**config.mk**
```make
export PLATFORM = sky130hd
export DESIGN_NAME = lut_cover_to_config_bits
export DESIGN_NICKNAME = d
export VERILOG_FILES = /design/src/rtl/lctcb_pkg.sv /design/src/rtl/lut_cover_to_config_bits.sv /design/src/rtl/lctcb_cube.sv /design/src/rtl/lctcb_segmask.sv /design/src/rtl/lctcb_core.sv
export SDC_FILE = /design/constraint.sdc
export NUM_CORES = 1
export LEC_CHECK = 0
export BUFFER_PORTS_ARGS = -buffer_cell sky130_fd_sc_hd__buf_2
export CORE_AREA = 2 2 191 212
export CTS_BUF_LIST = sky130_fd_sc_hd__clkbuf_8
export DETAILED_ROUTE_END_ITERATION = 12
export DIE_AREA = 0 0 193 214
export GPL_TIMING_DRIVEN = 1
export PLACE_DENSITY = 0.59
export REMOVE_ABC_BUFFERS = 1
export SYNTH_ARGS = -nofsm -noshare
export SYNTH_HDL_FRONTEND = slang
export SYNTH_SLANG_ARGS = --single-unit
```
**constraint.sdc**
```tcl
create_clock -name clk -period 9.8 [get_ports clk]
set_clock_uncertainty 0.2 [all_clocks]
set_input_delay 2.94 -clock clk [delete_from_list [all_inputs] [get_ports clk]]
set_output_delay 2.94 -clock clk [all_outputs]
set_load 0.01 [all_outputs]
```
**src/rtl/lctcb_pkg.sv**
```systemverilog
// Shared types and constants for the LUT cover to configuration bits block.
// No dependencies; every other file in rtl/ refers to this package by scoped names.
package lctcb_pkg;

  localparam int LutInputs = 6;
  localparam int ImgSize   = 1 << LutInputs;
  localparam int OutW      = 64;
  localparam int CareW     = 6;
  localparam int FracW     = 3;
  localparam int SegW      = 6;
  localparam int InDataW   = 24;
  localparam int EndW      = SegW + 1 + (1 << FracW) - 1;

  localparam logic KindLine  = 1'b0;
  localparam logic KindEmpty = 1'b1;

  typedef logic [ImgSize-1:0] img_t;

  typedef struct packed {
    logic             kind;
    logic [CareW-1:0] care_mask;
    logic [CareW-1:0] line_bits;
    logic             line_output;
    logic             last_line;
    logic [FracW-1:0] len_log2;
    logic [SegW-1:0]  segment;
    logic             last_table;
  } item_t;

  typedef struct packed {
    logic in_range;
    img_t mask;
  } seg_t;

  typedef struct packed {
    logic emit;
    img_t lut_bits;
    logic range_error;
  } result_t;

endpackage

```
**src/rtl/lut_cover_to_config_bits.sv**
```systemverilog
// Top level of the LUT cover to configuration bits block: input and result registers.
// Depends on lctcb_pkg and lctcb_core.
//
// Each input beat carries one cube of a sum-of-products cover, or a marker for a
// table that has no lines. The block builds the truth table of each output, copies
// it into its segment of the LUT image and sends the finished image as one result
// beat when the table flagged as the last one of the LUT closes.
// Input beats enter a one-deep input register; the cube decode, table update and
// segment merge run combinationally from it; the result register is loaded when
// the last table's closing beat leaves that register. Unless a result stall holds
// input, one beat is accepted and the table state loop updates every cycle.
// While a result waits on a stalled receiver, beats that produce no result still
// flow; the next result-producing beat waits in the input register and holds back
// further input until the receiver takes the pending result.
// Reset clears all table and image state and sets the default bit to zero; the user
// must write it via cfg_we and cfg_wdata only while idle, which is not enforced.
module lut_cover_to_config_bits (
  input  logic                          clk,
  input  logic                          rst,
  input  logic                          cfg_we,
  input  logic                          cfg_wdata,
  input  logic                          s_axis_tvalid,
  output logic                          s_axis_tready,
  // care_mask[5:0], line_bits[11:6], line_output[12], len_log2[15:13],
  // segment[21:16], last_table[22], zero pad[23]
  input  logic [lctcb_pkg::InDataW-1:0] s_axis_tdata,
  // kind
  input  logic                          s_axis_tuser,
  // last_line
  input  logic                          s_axis_tlast,
  output logic                          m_axis_tvalid,
  input  logic                          m_axis_tready,
  // lut_bits[63:0]
  output logic [lctcb_pkg::OutW-1:0]    m_axis_tdata,
  // range_error
  output logic                          m_axis_tuser
);

  logic               default_bit;
  logic               in_valid;
  lctcb_pkg::item_t   item;
  lctcb_pkg::result_t result;
  logic               out_free;
  logic               fire;

  assign out_free      = ~m_axis_tvalid | m_axis_tready;
  assign fire          = in_valid & (out_free | ~result.emit);
  assign s_axis_tready = ~in_valid | fire;

  always_ff @(posedge clk) begin
    if (rst) begin
      default_bit <= 1'b0;
    end else if (cfg_we) begin
      default_bit <= cfg_wdata;
    end
  end

  always_ff @(posedge clk) begin
    if (rst) begin
      in_valid <= 1'b0;
    end else if (s_axis_tready) begin
      in_valid <= s_axis_tvalid;
    end
  end

  always_ff @(posedge clk) begin
    if (s_axis_tvalid && s_axis_tready) begin
      item.kind        <= s_axis_tuser;
      item.care_mask   <= s_axis_tdata[5:0];
      item.line_bits   <= s_axis_tdata[11:6];
      item.line_output <= s_axis_tdata[12];
      item.last_line   <= s_axis_tlast;
      item.len_log2    <= s_axis_tdata[15:13];
      item.segment     <= s_axis_tdata[21:16];
      item.last_table  <= s_axis_tdata[22];
    end
  end

  lctcb_core u_core (
    .clk         (clk),
    .rst         (rst),
    .fire        (fire),
    .item        (item),
    .default_bit (default_bit),
    .result      (result)
  );

  always_ff @(posedge clk) begin
    if (rst) begin
      m_axis_tvalid <= 1'b0;
    end else if (fire && result.emit) begin
      m_axis_tvalid <= 1'b1;
    end else if (m_axis_tready) begin
      m_axis_tvalid <= 1'b0;
    end
  end

  always_ff @(posedge clk) begin
    if (fire && result.emit) begin
      m_axis_tdata <= lctcb_pkg::OutW'(result.lut_bits);
      m_axis_tuser <= result.range_error;
    end
  end

endmodule

```
**src/rtl/lctcb_cube.sv**
```systemverilog
// Cube decoder: marks every image entry that one cover line writes.
// Depends on lctcb_pkg.
module lctcb_cube (
  input  logic [lctcb_pkg::CareW-1:0] care_mask,
  input  logic [lctcb_pkg::CareW-1:0] line_bits,
  output lctcb_pkg::img_t             hits
);

  logic [lctcb_pkg::LutInputs-1:0] care;
  logic [lctcb_pkg::LutInputs-1:0] want;

  assign care = care_mask[lctcb_pkg::LutInputs-1:0];
  assign want = ~line_bits[lctcb_pkg::LutInputs-1:0] & care;

  always_comb begin
    for (int j = 0; j < lctcb_pkg::ImgSize; j++) begin
      hits[j] = ((lctcb_pkg::LutInputs'(j) ^ want) & care) == '0;
    end
  end

endmodule

```
**src/rtl/lctcb_segmask.sv**
```systemverilog
// Segment decoder: range check and bit mask of a table's segment in the image.
// Depends on lctcb_pkg.
module lctcb_segmask (
  input  logic [lctcb_pkg::FracW-1:0] len_log2,
  input  logic [lctcb_pkg::SegW-1:0]  segment,
  output lctcb_pkg::seg_t             seg
);

  logic [lctcb_pkg::EndW-1:0]  end_pos;
  logic [lctcb_pkg::EndW-1:0]  offset;
  logic [lctcb_pkg::EndW-1:0]  seg_len;
  logic [lctcb_pkg::ImgSize:0] span;

  always_comb begin
    seg_len      = lctcb_pkg::EndW'(1) << len_log2;
    offset       = lctcb_pkg::EndW'(segment) << len_log2;
    end_pos      = (lctcb_pkg::EndW'(segment) + lctcb_pkg::EndW'(1)) << len_log2;
    span         = ((lctcb_pkg::ImgSize + 1)'(1) << seg_len)
                   - (lctcb_pkg::ImgSize + 1)'(1);
    seg.in_range = end_pos <= lctcb_pkg::EndW'(lctcb_pkg::ImgSize);
    seg.mask     = span[lctcb_pkg::ImgSize-1:0] << offset[lctcb_pkg::LutInputs-1:0];
  end

endmodule

```
**src/rtl/lctcb_core.sv**
```systemverilog
// Table and image state: applies one cover line or table close per beat.
// Depends on lctcb_pkg, lctcb_cube and lctcb_segmask.
module lctcb_core (
  input  logic               clk,
  input  logic               rst,
  input  logic               fire,
  input  lctcb_pkg::item_t   item,
  input  logic               default_bit,
  output lctcb_pkg::result_t result
);

  lctcb_pkg::img_t image;
  lctcb_pkg::img_t written;
  lctcb_pkg::img_t values;
  logic            saw_on_line;
  logic            saw_any_line;
  logic            lut_started;
  logic            error_seen;

  lctcb_pkg::img_t hits;
  lctcb_pkg::seg_t seg;
  lctcb_pkg::img_t img_cur;
  lctcb_pkg::img_t written_next;
  lctcb_pkg::img_t values_next;
  lctcb_pkg::img_t table_img;
  lctcb_pkg::img_t img_closed;
  logic            err_cur;
  logic            err_closed;
  logic            is_line;
  logic            closing;
  logic            on_next;
  logic            any_next;
  logic            base;

  lctcb_cube u_cube (
    .care_mask (item.care_mask),
    .line_bits (item.line_bits),
    .hits      (hits)
  );

  lctcb_segmask u_segmask (
    .len_log2 (item.len_log2),
    .segment  (item.segment),
    .seg      (seg)
  );

  always_comb begin
    img_cur      = lut_started ? image : (default_bit ? '1 : '0);
    err_cur      = lut_started & error_seen;
    is_line      = item.kind == lctcb_pkg::KindLine;
    closing      = (item.kind == lctcb_pkg::KindEmpty) | item.last_line;
    written_next = is_line ? (written | hits) : written;
    if (!is_line) begin
      values_next = values;
    end else if (item.line_output) begin
      values_next = values | hits;
    end else begin
      values_next = values & ~hits;
    end
    on_next    = saw_on_line | (is_line & item.line_output);
    any_next   = saw_any_line | is_line;
    base       = any_next ? ~on_next : default_bit;
    table_img  = (values_next & written_next) | (base ? ~written_next : '0);
    img_closed = seg.in_range ? ((img_cur & ~seg.mask) | (table_img & seg.mask)) : img_cur;
    err_closed = err_cur | ~seg.in_range;

    result.emit        = closing & item.last_table;
    result.lut_bits    = img_closed;
    result.range_error = err_closed;
  end

  always_ff @(posedge clk) begin
    if (rst) begin
      image        <= '0;
      written      <= '0;
      values       <= '0;
      saw_on_line  <= 1'b0;
      saw_any_line <= 1'b0;
      lut_started  <= 1'b0;
      error_seen   <= 1'b0;
    end else if (fire) begin
      if (closing) begin
        written      <= '0;
        values       <= '0;
        saw_on_line  <= 1'b0;
        saw_any_line <= 1'b0;
        if (item.last_table) begin
          image       <= '0;
          lut_started <= 1'b0;
          error_seen  <= 1'b0;
        end else begin
          image       <= img_closed;
          lut_started <= 1'b1;
          error_seen  <= err_closed;
        end
      end else begin
        written      <= written_next;
        values       <= values_next;
        saw_on_line  <= on_next;
        saw_any_line <= any_next;
        image        <= img_cur;
        lut_started  <= 1'b1;
        error_seen   <= err_cur;
      end
    end
  end

endmodule
```
==> Implementation_results.wiki, run 1 <==
{| class="wikitable"
! Metric !! Value
|-
| Post-synth ARST share || 0%
|-
| Data required time of the critical path || 6660 ps
|-
| Number of standard cells in the final layout excluding fillers || ~2.4k
|-
| Hold buffer count at cts || 0
|-
| Total Routed Length || 52600 um
|-
| Highest net fanout along the worst path || 3
|-
| Seq/Total Area, Yosys || 43.2%
|-
| Result of the run || complete, no violations
|-
| Final hold slack || 296 ps
|-
| Element type at the critical path start || input port
|-
| Design Power || 2.92 mW
|-
| CTS Buffer Depth || 3
|-
| Distinct cells, synth || 92
|-
| Crit-path leading delay family || simple AND/OR/NAND/NOR gates
|-
| Core area || 39000 um^2
|-
| Drt initial violations || about 1.5k
|-
| Slew HR || 30.3%
|-
| Last weighted congestion value of the routability-driven placer || 0.903
|-
| Sum of overflow across all layers after global routing || 0
|-
| Final routed wire length divided by cell count || 22.2 um
|-
| Number of filler cells placed in the layout || between 3k and 4k
|-
| Half-perimeter wire length of the detailed placement result || 31200 um
|-
| Effective utilization at floorplan || 39.7%
|-
| Highest attainable clock frequency || approximately 0.14 GHz
|-
| Number of nets in the layout || 1855
|-
| Via count of the first global-routing pass || 14.0k
|-
| Post_cts resized || 0
|-
| Post-CTS setup buffer count || 0
|-
| Die H || about 210 um
|-
| Count of yosys warnings during synthesis || 0
|-
| DRC Markers || 0
|-
| Drt first pass iters || 6
|-
| Full die area || between 40000 and 50000 um^2
|-
| Critical register-to-register path endpoint || u_core.image[23]
|-
| Count of flip-flops with a built-in enable after synthesis || 90
|-
| Mapped cell area || 15500 um^2
|-
| Post-synthesis average cell area || 8.61 um^2
|-
| P_leak || 6.09 nW
|-
| Hold Path Origin || u_core.image[22]
|-
| Maximum vdd ir drop || 116 uV
|-
| Tightest Pin Transition || 1040 ps
|-
| Reg2Reg Launch Point || item[1]
|-
| Clock Sink Count || 289
|-
| Number of cells on the worst reg-to-reg path || 10
|-
| Antenna violation net count after detailed routing || 0
|-
| Die width || roughly 190 um
|-
| Commonest non-fill, non-tap cells in the layout || 377 x sky130_fd_sc_hd__nor2_1, 198 x sky130_fd_sc_hd__dfxtp_1, 165 x sky130_fd_sc_hd__a21oi_1
|-
| Cell depth of the worst hold path || 2
|-
| Critical Path, Cell by Cell || buf_2, nand2b_1, nor2_1, nand2_1, buf_2
|-
| Crit path top cell by count || sky130_fd_sc_hd__buf_2
|-
| Share of cells above drive strength 1 || approximately 14%
|-
| Tightest Hold Check Type || flip-flop to flip-flop
|-
| CP Buf/Inv Count || 2
|-
| Buffer cell driving the clock tree root || sky130_fd_sc_hd__clkbuf_8
|-
| Row count || between 70 and 80
|-
| Share of the core filled with cells || 44.1%
|-
| Global-route wire length before repair || approximately 80000 um
|-
| Number of failing hold endpoints at the final stage || 0
|-
| Max Cap Violations || 0
|-
| Buffers on Ports || 97
|-
| Ant diodes || 0
|-
| Register bit total from synthesis || 289
|-
| Clock input transition at the sequential cells of the worst setup and hold paths || 60 ps
|-
| Part of the cycle the worst path needs || 71.9%
|-
| Pin count of the biggest net entering global routing || slightly above 80
|-
| Area added between synthesis and finish || 11.1%
|-
| Shortest period the worst path allows || 7050 ps
|-
| Endpoint of the worst hold-timing path || u_core.image[22]
|-
| Pins Over Slew Limit || 0
|-
| Antenna violations before repair || 0
|-
| Clock network latency to the later pin of the worst-skew pair || 650 ps
|-
| Arrival @ worst endpoint || 3910 ps
|-
| Crit path max-delay cell type || sky130_fd_sc_hd__nor2_1
|-
| Via Count || 14.5k
|-
| Delay of the slowest critical-path stage || 360 ps
|-
| Cell Count Post-Placement || roughly 2.3k
|-
| RSZ-0062 raised after global routing || false
|-
| P per Cell Area || ~170 nW/um^2
|-
| Clock buffer count from CTS || 51
|-
| Number of H-tree levels || 2
|-
| Global routing usage summed across all routing layers || 25.2%
|-
| Number of setup violations in the final report || 0
|-
| Category of the most critical setup path || input port to output pin
|-
| Post-Synthesis Cells || 1798
|-
| Leading cell type in the layout, fill and taps excluded || sky130_fd_sc_hd__nor2_1
|-
| Via-to-Cell Ratio || 6.10
|-
| Post-Route Setup TNS || 0 ps
|-
| I/O pins || 99
|-
| TritonCTS clock tree || yes
|-
| Most frequently used flop master after synthesis || sky130_fd_sc_hd__dfxtp_1
|-
| Kind of capture point of the worst setup path || output pin
|-
| Worst reg-to-reg setup slack || around 5400 ps
|}
## routing by layer
layer	part of all wire [%]	track usage [%]	up-vias
met5	0	0	-
met4	5.1	12.7	0
met1	43	34.2	7032
met2	45	39.3	623
met3	6.4	3.23	155
li1	-	-	6650
## kinds of logic after synthesis
logic type               Yosys count  synth area share, %
AO/OA/AOI/OAI                    611                 26.7
AND/OR/NAND/NOR                  598                 16.9
flip-flops                       289                 43.2
buffers and inverters            174                 4.86
multiplexers                     119                 7.92
XOR/XNOR                           4                0.226
adder cells (fa/ha/maj)            2                0.162
other                              1               0.0242
## cells in the mapped netlist (6+ instances only)
cell type,instances,share of area [%]
sky130_fd_sc_hd__nand3_1,26,0.84
sky130_fd_sc_hd__o211ai_1,7,0.34
sky130_fd_sc_hd__o2bb2ai_1,22,1.2
sky130_fd_sc_hd__or3_1,6,0.24
sky130_fd_sc_hd__inv_1,19,0.46
sky130_fd_sc_hd__nor2b_1,9,0.36
sky130_fd_sc_hd__and3_1,10,0.40
sky130_fd_sc_hd__buf_2,22,0.71
sky130_fd_sc_hd__nor2_1,378,9.2
sky130_fd_sc_hd__nand2b_1,13,0.53
sky130_fd_sc_hd__o21ai_0,104,3.4
sky130_fd_sc_hd__a31o_2,19,1.1
sky130_fd_sc_hd__and2_1,13,0.53
sky130_fd_sc_hd__o21ai_1,6,0.19
sky130_fd_sc_hd__nor3_1,30,0.97
sky130_fd_sc_hd__o21a_1,27,1.3
sky130_fd_sc_hd__a31oi_1,19,0.77
sky130_fd_sc_hd__mux2_2,7,0.51
sky130_fd_sc_hd__nand4_1,6,0.24
sky130_fd_sc_hd__o31a_1,7,0.40
sky130_fd_sc_hd__nand2_1,77,1.9
sky130_fd_sc_hd__a21oi_1,166,5.4
sky130_fd_sc_hd__edfxtp_1,90,17
sky130_fd_sc_hd__a21o_1,8,0.39
sky130_fd_sc_hd__dfxtp_1,199,26
sky130_fd_sc_hd__clkbuf_1,105,2.5
sky130_fd_sc_hd__buf_4,8,0.39
sky130_fd_sc_hd__mux2i_1,110,7.1
sky130_fd_sc_hd__a22oi_1,136,6.6
sky130_fd_sc_hd__a211oi_1,20,0.97
sky130_fd_sc_hd__buf_1,15,0.36
## flip-flops by register name, indices dropped and copies added (netlist names)
| name | cells |
|---|---|
| in_valid | 1 |
| m_axis_tuser | 1 |
| default_bit | 1 |
| u_core.lut_started | 1 |
| m_axis_tvalid | 1 |
| u_core.image | 64 |
| m_axis_tdata | 64 |
| u_core.written | 64 |
| u_core.values | 64 |
| item | 25 |
| u_core.error_seen | 1 |
| u_core.saw_any_line | 1 |
| u_core.saw_on_line | 1 |
## report_power, final
| part | internal, mW | switching, mW | total [mW] |
|---|---|---|---|
| Clock | 0.588 | 0.533 | 1.12 |
| Combinational | 0.145 | 0.356 | 0.501 |
| Sequential | 1.27 | 0.0214 | 1.29 |
| Total | 2.01 | 0.910 | 2.92 |
## area by class of cell
class                   instances  area (um^2)  share of cell area (%)
clock buffers                  57          785                    4.56
inverters                      19         71.3                   0.415
multi-input cells            1335         8100                    47.1
clock inverters                38          218                    1.27
flip-flops and latches        289         6690                    38.9
repair buffers                125          702                    4.08
well taps                     507          634                    3.69
## worst reg2reg max path: stages (launching register included)
cell and delay (ps):
sky130_fd_sc_hd__edfxtp_1 990, sky130_fd_sc_hd__ha_1 480, sky130_fd_sc_hd__nand3_1 230, sky130_fd_sc_hd__o41ai_1 420, sky130_fd_sc_hd__a221o_1 250, sky130_fd_sc_hd__o21ai_2 90
sky130_fd_sc_hd__o32ai_4 520, sky130_fd_sc_hd__buf_4 420, sky130_fd_sc_hd__a31oi_1 190, sky130_fd_sc_hd__a311o_1 360, sky130_fd_sc_hd__a311oi_2 230
## worst max-delay path by stage
stage                  startpoint                 to  slack (ps)  cells past startpoint
CTS                 m_axis_tready      s_axis_tready        2770                      5
floorplan           m_axis_tready  u_core.written[0]          80                      6
global route        m_axis_tready      s_axis_tready        2670                      5
global placement    m_axis_tready      s_axis_tready        2800                      5
finish              m_axis_tready      s_axis_tready        2750                      5
detailed placement  m_axis_tready      s_axis_tready        2780                      5
## stage by stage
stage	instance area, um^2	worst slack [ps]
after floorplan	14800	84.9
after global placement	16200	2800
after detailed placement	16200	2780
after CTS	17200	2770
after global routing	17200	2670
final	17200	2750
Power figures use the tool's default switching activity.
==> run 2: changes to the inputs <==
Settings changed: ABC_AREA from default to 1, CORE_AREA 2 2 191 212 to 2 2 190 210, DIE_AREA 0 0 193 214 to 0 0 192 212.
Clock period 9.8 ns to 6.7 ns, I/O delays scaled along.
==> run 2 against run 1 <==
Effect of this change:
- setup slack got worse by 820 ps
- die area fell by 1.4%
- highest routed layer unchanged
- register-to-register slack got worse by 3000 ps
- largest cell class unchanged
- clock power rose by 52%
==> Implementation_results.wiki, run 2 <==
{| class="wikitable"
! Metric !! Value
|-
| DRT met1 WL || ~21000 um
|-
| Most frequently used flop master after synthesis || sky130_fd_sc_hd__dfxtp_1
|-
| Number of H-tree levels || 2
|-
| Post-synth ARST share || 0%
|-
| Number of setup violations in the final report || 0
|-
| Count of flip-flops with a built-in enable after synthesis || 90
|-
| Shortest period the worst path allows || roughly 4800 ps
|-
| Fraction of power spent switching nets || between 30 and 40%
|-
| Share of Yosys cell area claimed by the top area cell type || 26.1%
|-
| Post-Synthesis Cells || 2150
|-
| Synth top cells by count || 626 x sky130_fd_sc_hd__nand2_1, 296 x sky130_fd_sc_hd__a21oi_1, 199 x sky130_fd_sc_hd__dfxtp_1, 153 x sky130_fd_sc_hd__o21ai_0, 147 x sky130_fd_sc_hd__nor2_1
|-
| Drt first pass iters || 6
|-
| Mapped cell area || between 15000 and 20000 um^2
|-
| Total Routed Length || 49200 um
|-
| Arrival @ worst endpoint || 2560 ps
|-
| Antenna violation net count after detailed routing || 0
|-
| Relative contribution of the clock network to total power || 39.5%
|-
| Last weighted congestion value of the routability-driven placer || 0.859
|-
| Register bit total from synthesis || 289
|-
| Clock input transition at the sequential cells of the worst setup and hold paths || 60 ps
|-
| Count of yosys warnings during synthesis || 0
|-
| Buffer cell driving the clock tree root || sky130_fd_sc_hd__clkbuf_8
|-
| Post_cts resized || 0
|-
| Via Count || around 15k
|-
| Tightest Hold Check Type || flip-flop to flip-flop
|-
| Power Internal || 2.97 mW
|-
| Global-route wire length before repair || between 70000 and 80000 um
|-
| Clock buffer count from CTS || 52
|-
| Part of the total power dissipated in combinational logic || 16.4%
|-
| Part of the cycle the worst path needs || 71.2%
|-
| Top layer reached by signal wires || met4
|-
| Via count of the first global-routing pass || 14.2k
|-
| Result of the run || complete, no violations
|-
| Number of failing hold endpoints at the final stage || 0
|-
| Maximum vdd ir drop || 125 uV
|-
| Element type at the critical path start || input port
|-
| Drt initial violations || 1233
|-
| Post-synthesis average cell area || 7.10 um^2
|-
| Buffers on Ports || 97
|-
| Sequential share of power || 44.1%
|-
| Max Cap Violations || 0
|-
| Commonest non-fill, non-tap cells in the layout || 625 x sky130_fd_sc_hd__nand2_1, 296 x sky130_fd_sc_hd__a21oi_1, 198 x sky130_fd_sc_hd__dfxtp_1
|-
| Seq/Total Area, Yosys || between 40% and 50%
|-
| Ant diodes || 0
|-
| Hold buffer count at cts || 0
|-
| I/O pins || between 90 and 100
|-
| Distinct cells, synth || 50
|-
| Die H || 212 um
|-
| P_sw || 1.32 mW
|-
| Cell types with the largest area share after synthesis || sky130_fd_sc_hd__dfxtp_1 26%, sky130_fd_sc_hd__edfxtp_1 18%, sky130_fd_sc_hd__nand2_1 15%, sky130_fd_sc_hd__a21oi_1 9.7%, sky130_fd_sc_hd__o21ai_0 5.0%
|-
| Highest attainable clock frequency || around 0.21 GHz
|-
| DRC Markers || 0
|-
| Area added between synthesis and finish || 11.7%
|-
| Final hold slack || 262 ps
|-
| Most area-hungry cell type in the Yosys netlist || sky130_fd_sc_hd__dfxtp_1
|-
| Pins Over Slew Limit || 0
|-
| Post-CTS setup buffer count || 0
|-
| Clock Sink Count || ~290
|-
| Leading cell type in the layout, fill and taps excluded || sky130_fd_sc_hd__nand2_1
|-
| Tightest Pin Transition || between 1000 and 1500 ps
|-
| RSZ-0062 raised after global routing || false
|-
| Via-to-Cell Ratio || between 5 and 6
|-
| Highest net fanout along the worst path || 3
|-
| Wire length on met3 || 3140 um
|-
| TritonCTS clock tree || yes
|-
| Post-Route Setup TNS || 0 ps
|-
| Data required time of the critical path || around 4500 ps
|-
| Share of cells above drive strength 1 || a little under an eighth
|-
| Core area || roughly 39000 um^2
|-
| Library cell with the highest instance count after synthesis || sky130_fd_sc_hd__nand2_1
|-
| Final routed wire length divided by cell count || 18.0 um
|-
| Half-perimeter wire length of the detailed placement result || between 20000 and 30000 um
|-
| Clock network latency to the later pin of the worst-skew pair || 620 ps
|-
| Pin count of the biggest net entering global routing || 116
|-
| Routed wl met2 || 23300 um
|-
| Sum of overflow across all layers after global routing || 0
|-
| P per Cell Area || 252 nW/um^2
|-
| Worst reg-to-reg setup slack || 2390 ps
|-
| Antenna violations before repair || 0
|-
| Kind of capture point of the worst setup path || output pin
|-
| P_leak || 6.90 nW
|-
| Die width || 192 um
|-
| CTS Buffer Depth || 3
|-
| Number of nets in the layout || around 2.2k
|-
| Full die area || 40700 um^2
|-
| Effective utilization at floorplan || 39.3%
|-
| Category of the most critical setup path || input port to output pin
|-
| Global routing usage summed across all routing layers || roughly 24%
|-
| Slew HR || a little over a quarter
|-
| Row count || 76
|}
==> run 2: routing by layer <==
metal / global-route usage (%) / vias to the layer above
li1: - / 7298
met1: 31.1 / 7075
met2: 40.7 / 502
met3: 3.75 / 105
met4: 8.87 / 0
met5: 0 / -
==> run 2: power by group through the flow <==
stage / registers, mW / logic (mW) / clock network (mW)
detailed placement: 1.93 / 0.695 / 0
global route: 1.90 / 0.779 / 1.81
floorplan: 1.94 / 0.422 / 0
finish: 1.89 / 0.704 / 1.70
global placement: 1.93 / 0.687 / 0
CTS: 1.89 / 0.698 / 1.74
==> run 2: path summary, 6_finish.rpt <==
kind | cells after the start | startpoint | to
setup / recovery | 4 | m_axis_tready | s_axis_tready
hold / removal | 2 | u_core.values[5] | u_core.values[5]
setup reg to reg | 12 | item[7] | u_core.image[7]
hold reg to reg | 2 | u_core.values[5] | u_core.values[5]
==> run 2: kinds of logic after synthesis <==
family	after synthesis	share of synthesized area, %
flip-flops	289	43.8
adder cells (fa/ha/maj)	2	0.164
AND/OR/NAND/NOR	971	26.1
buffers and inverters	276	7.52
AO/OA/AOI/OAI	594	21.2
other	1	0.0246
XOR/XNOR	1	0.0574
multiplexers	16	1.06
==> run 2: cell type report <==
cell class	instances	area [um^2]
clock buffers	60	826
clock inverters	38	234
fillers	4026	21800
inverters	136	515
multi-input cells	1585	7470
flip-flops and latches	289	6690
well taps	507	634
repair buffers	117	663
==> run 2: through the flow <==
step                      setup WS [ps]  total power [mW]  instances  util (%)  instance area (um^2)
after floorplan                   -1510              2.36       2010         -                 14600
after global placement             1920              2.61       2634      41.2                 16000
after detailed placement           1920              2.62       2634      41.2                 16000
after CTS                          1910              4.33       2732      43.9                 17000
after global routing               1870              4.49       2732      43.9                 17000
final                              1930              4.29       2732      43.9                 17000
==> run 2: worst max-delay path, stage by stage <==
cell                      delay [ps]
sky130_fd_sc_hd__buf_2           100
sky130_fd_sc_hd__inv_1           110
sky130_fd_sc_hd__nand4_1         150
sky130_fd_sc_hd__buf_2           190
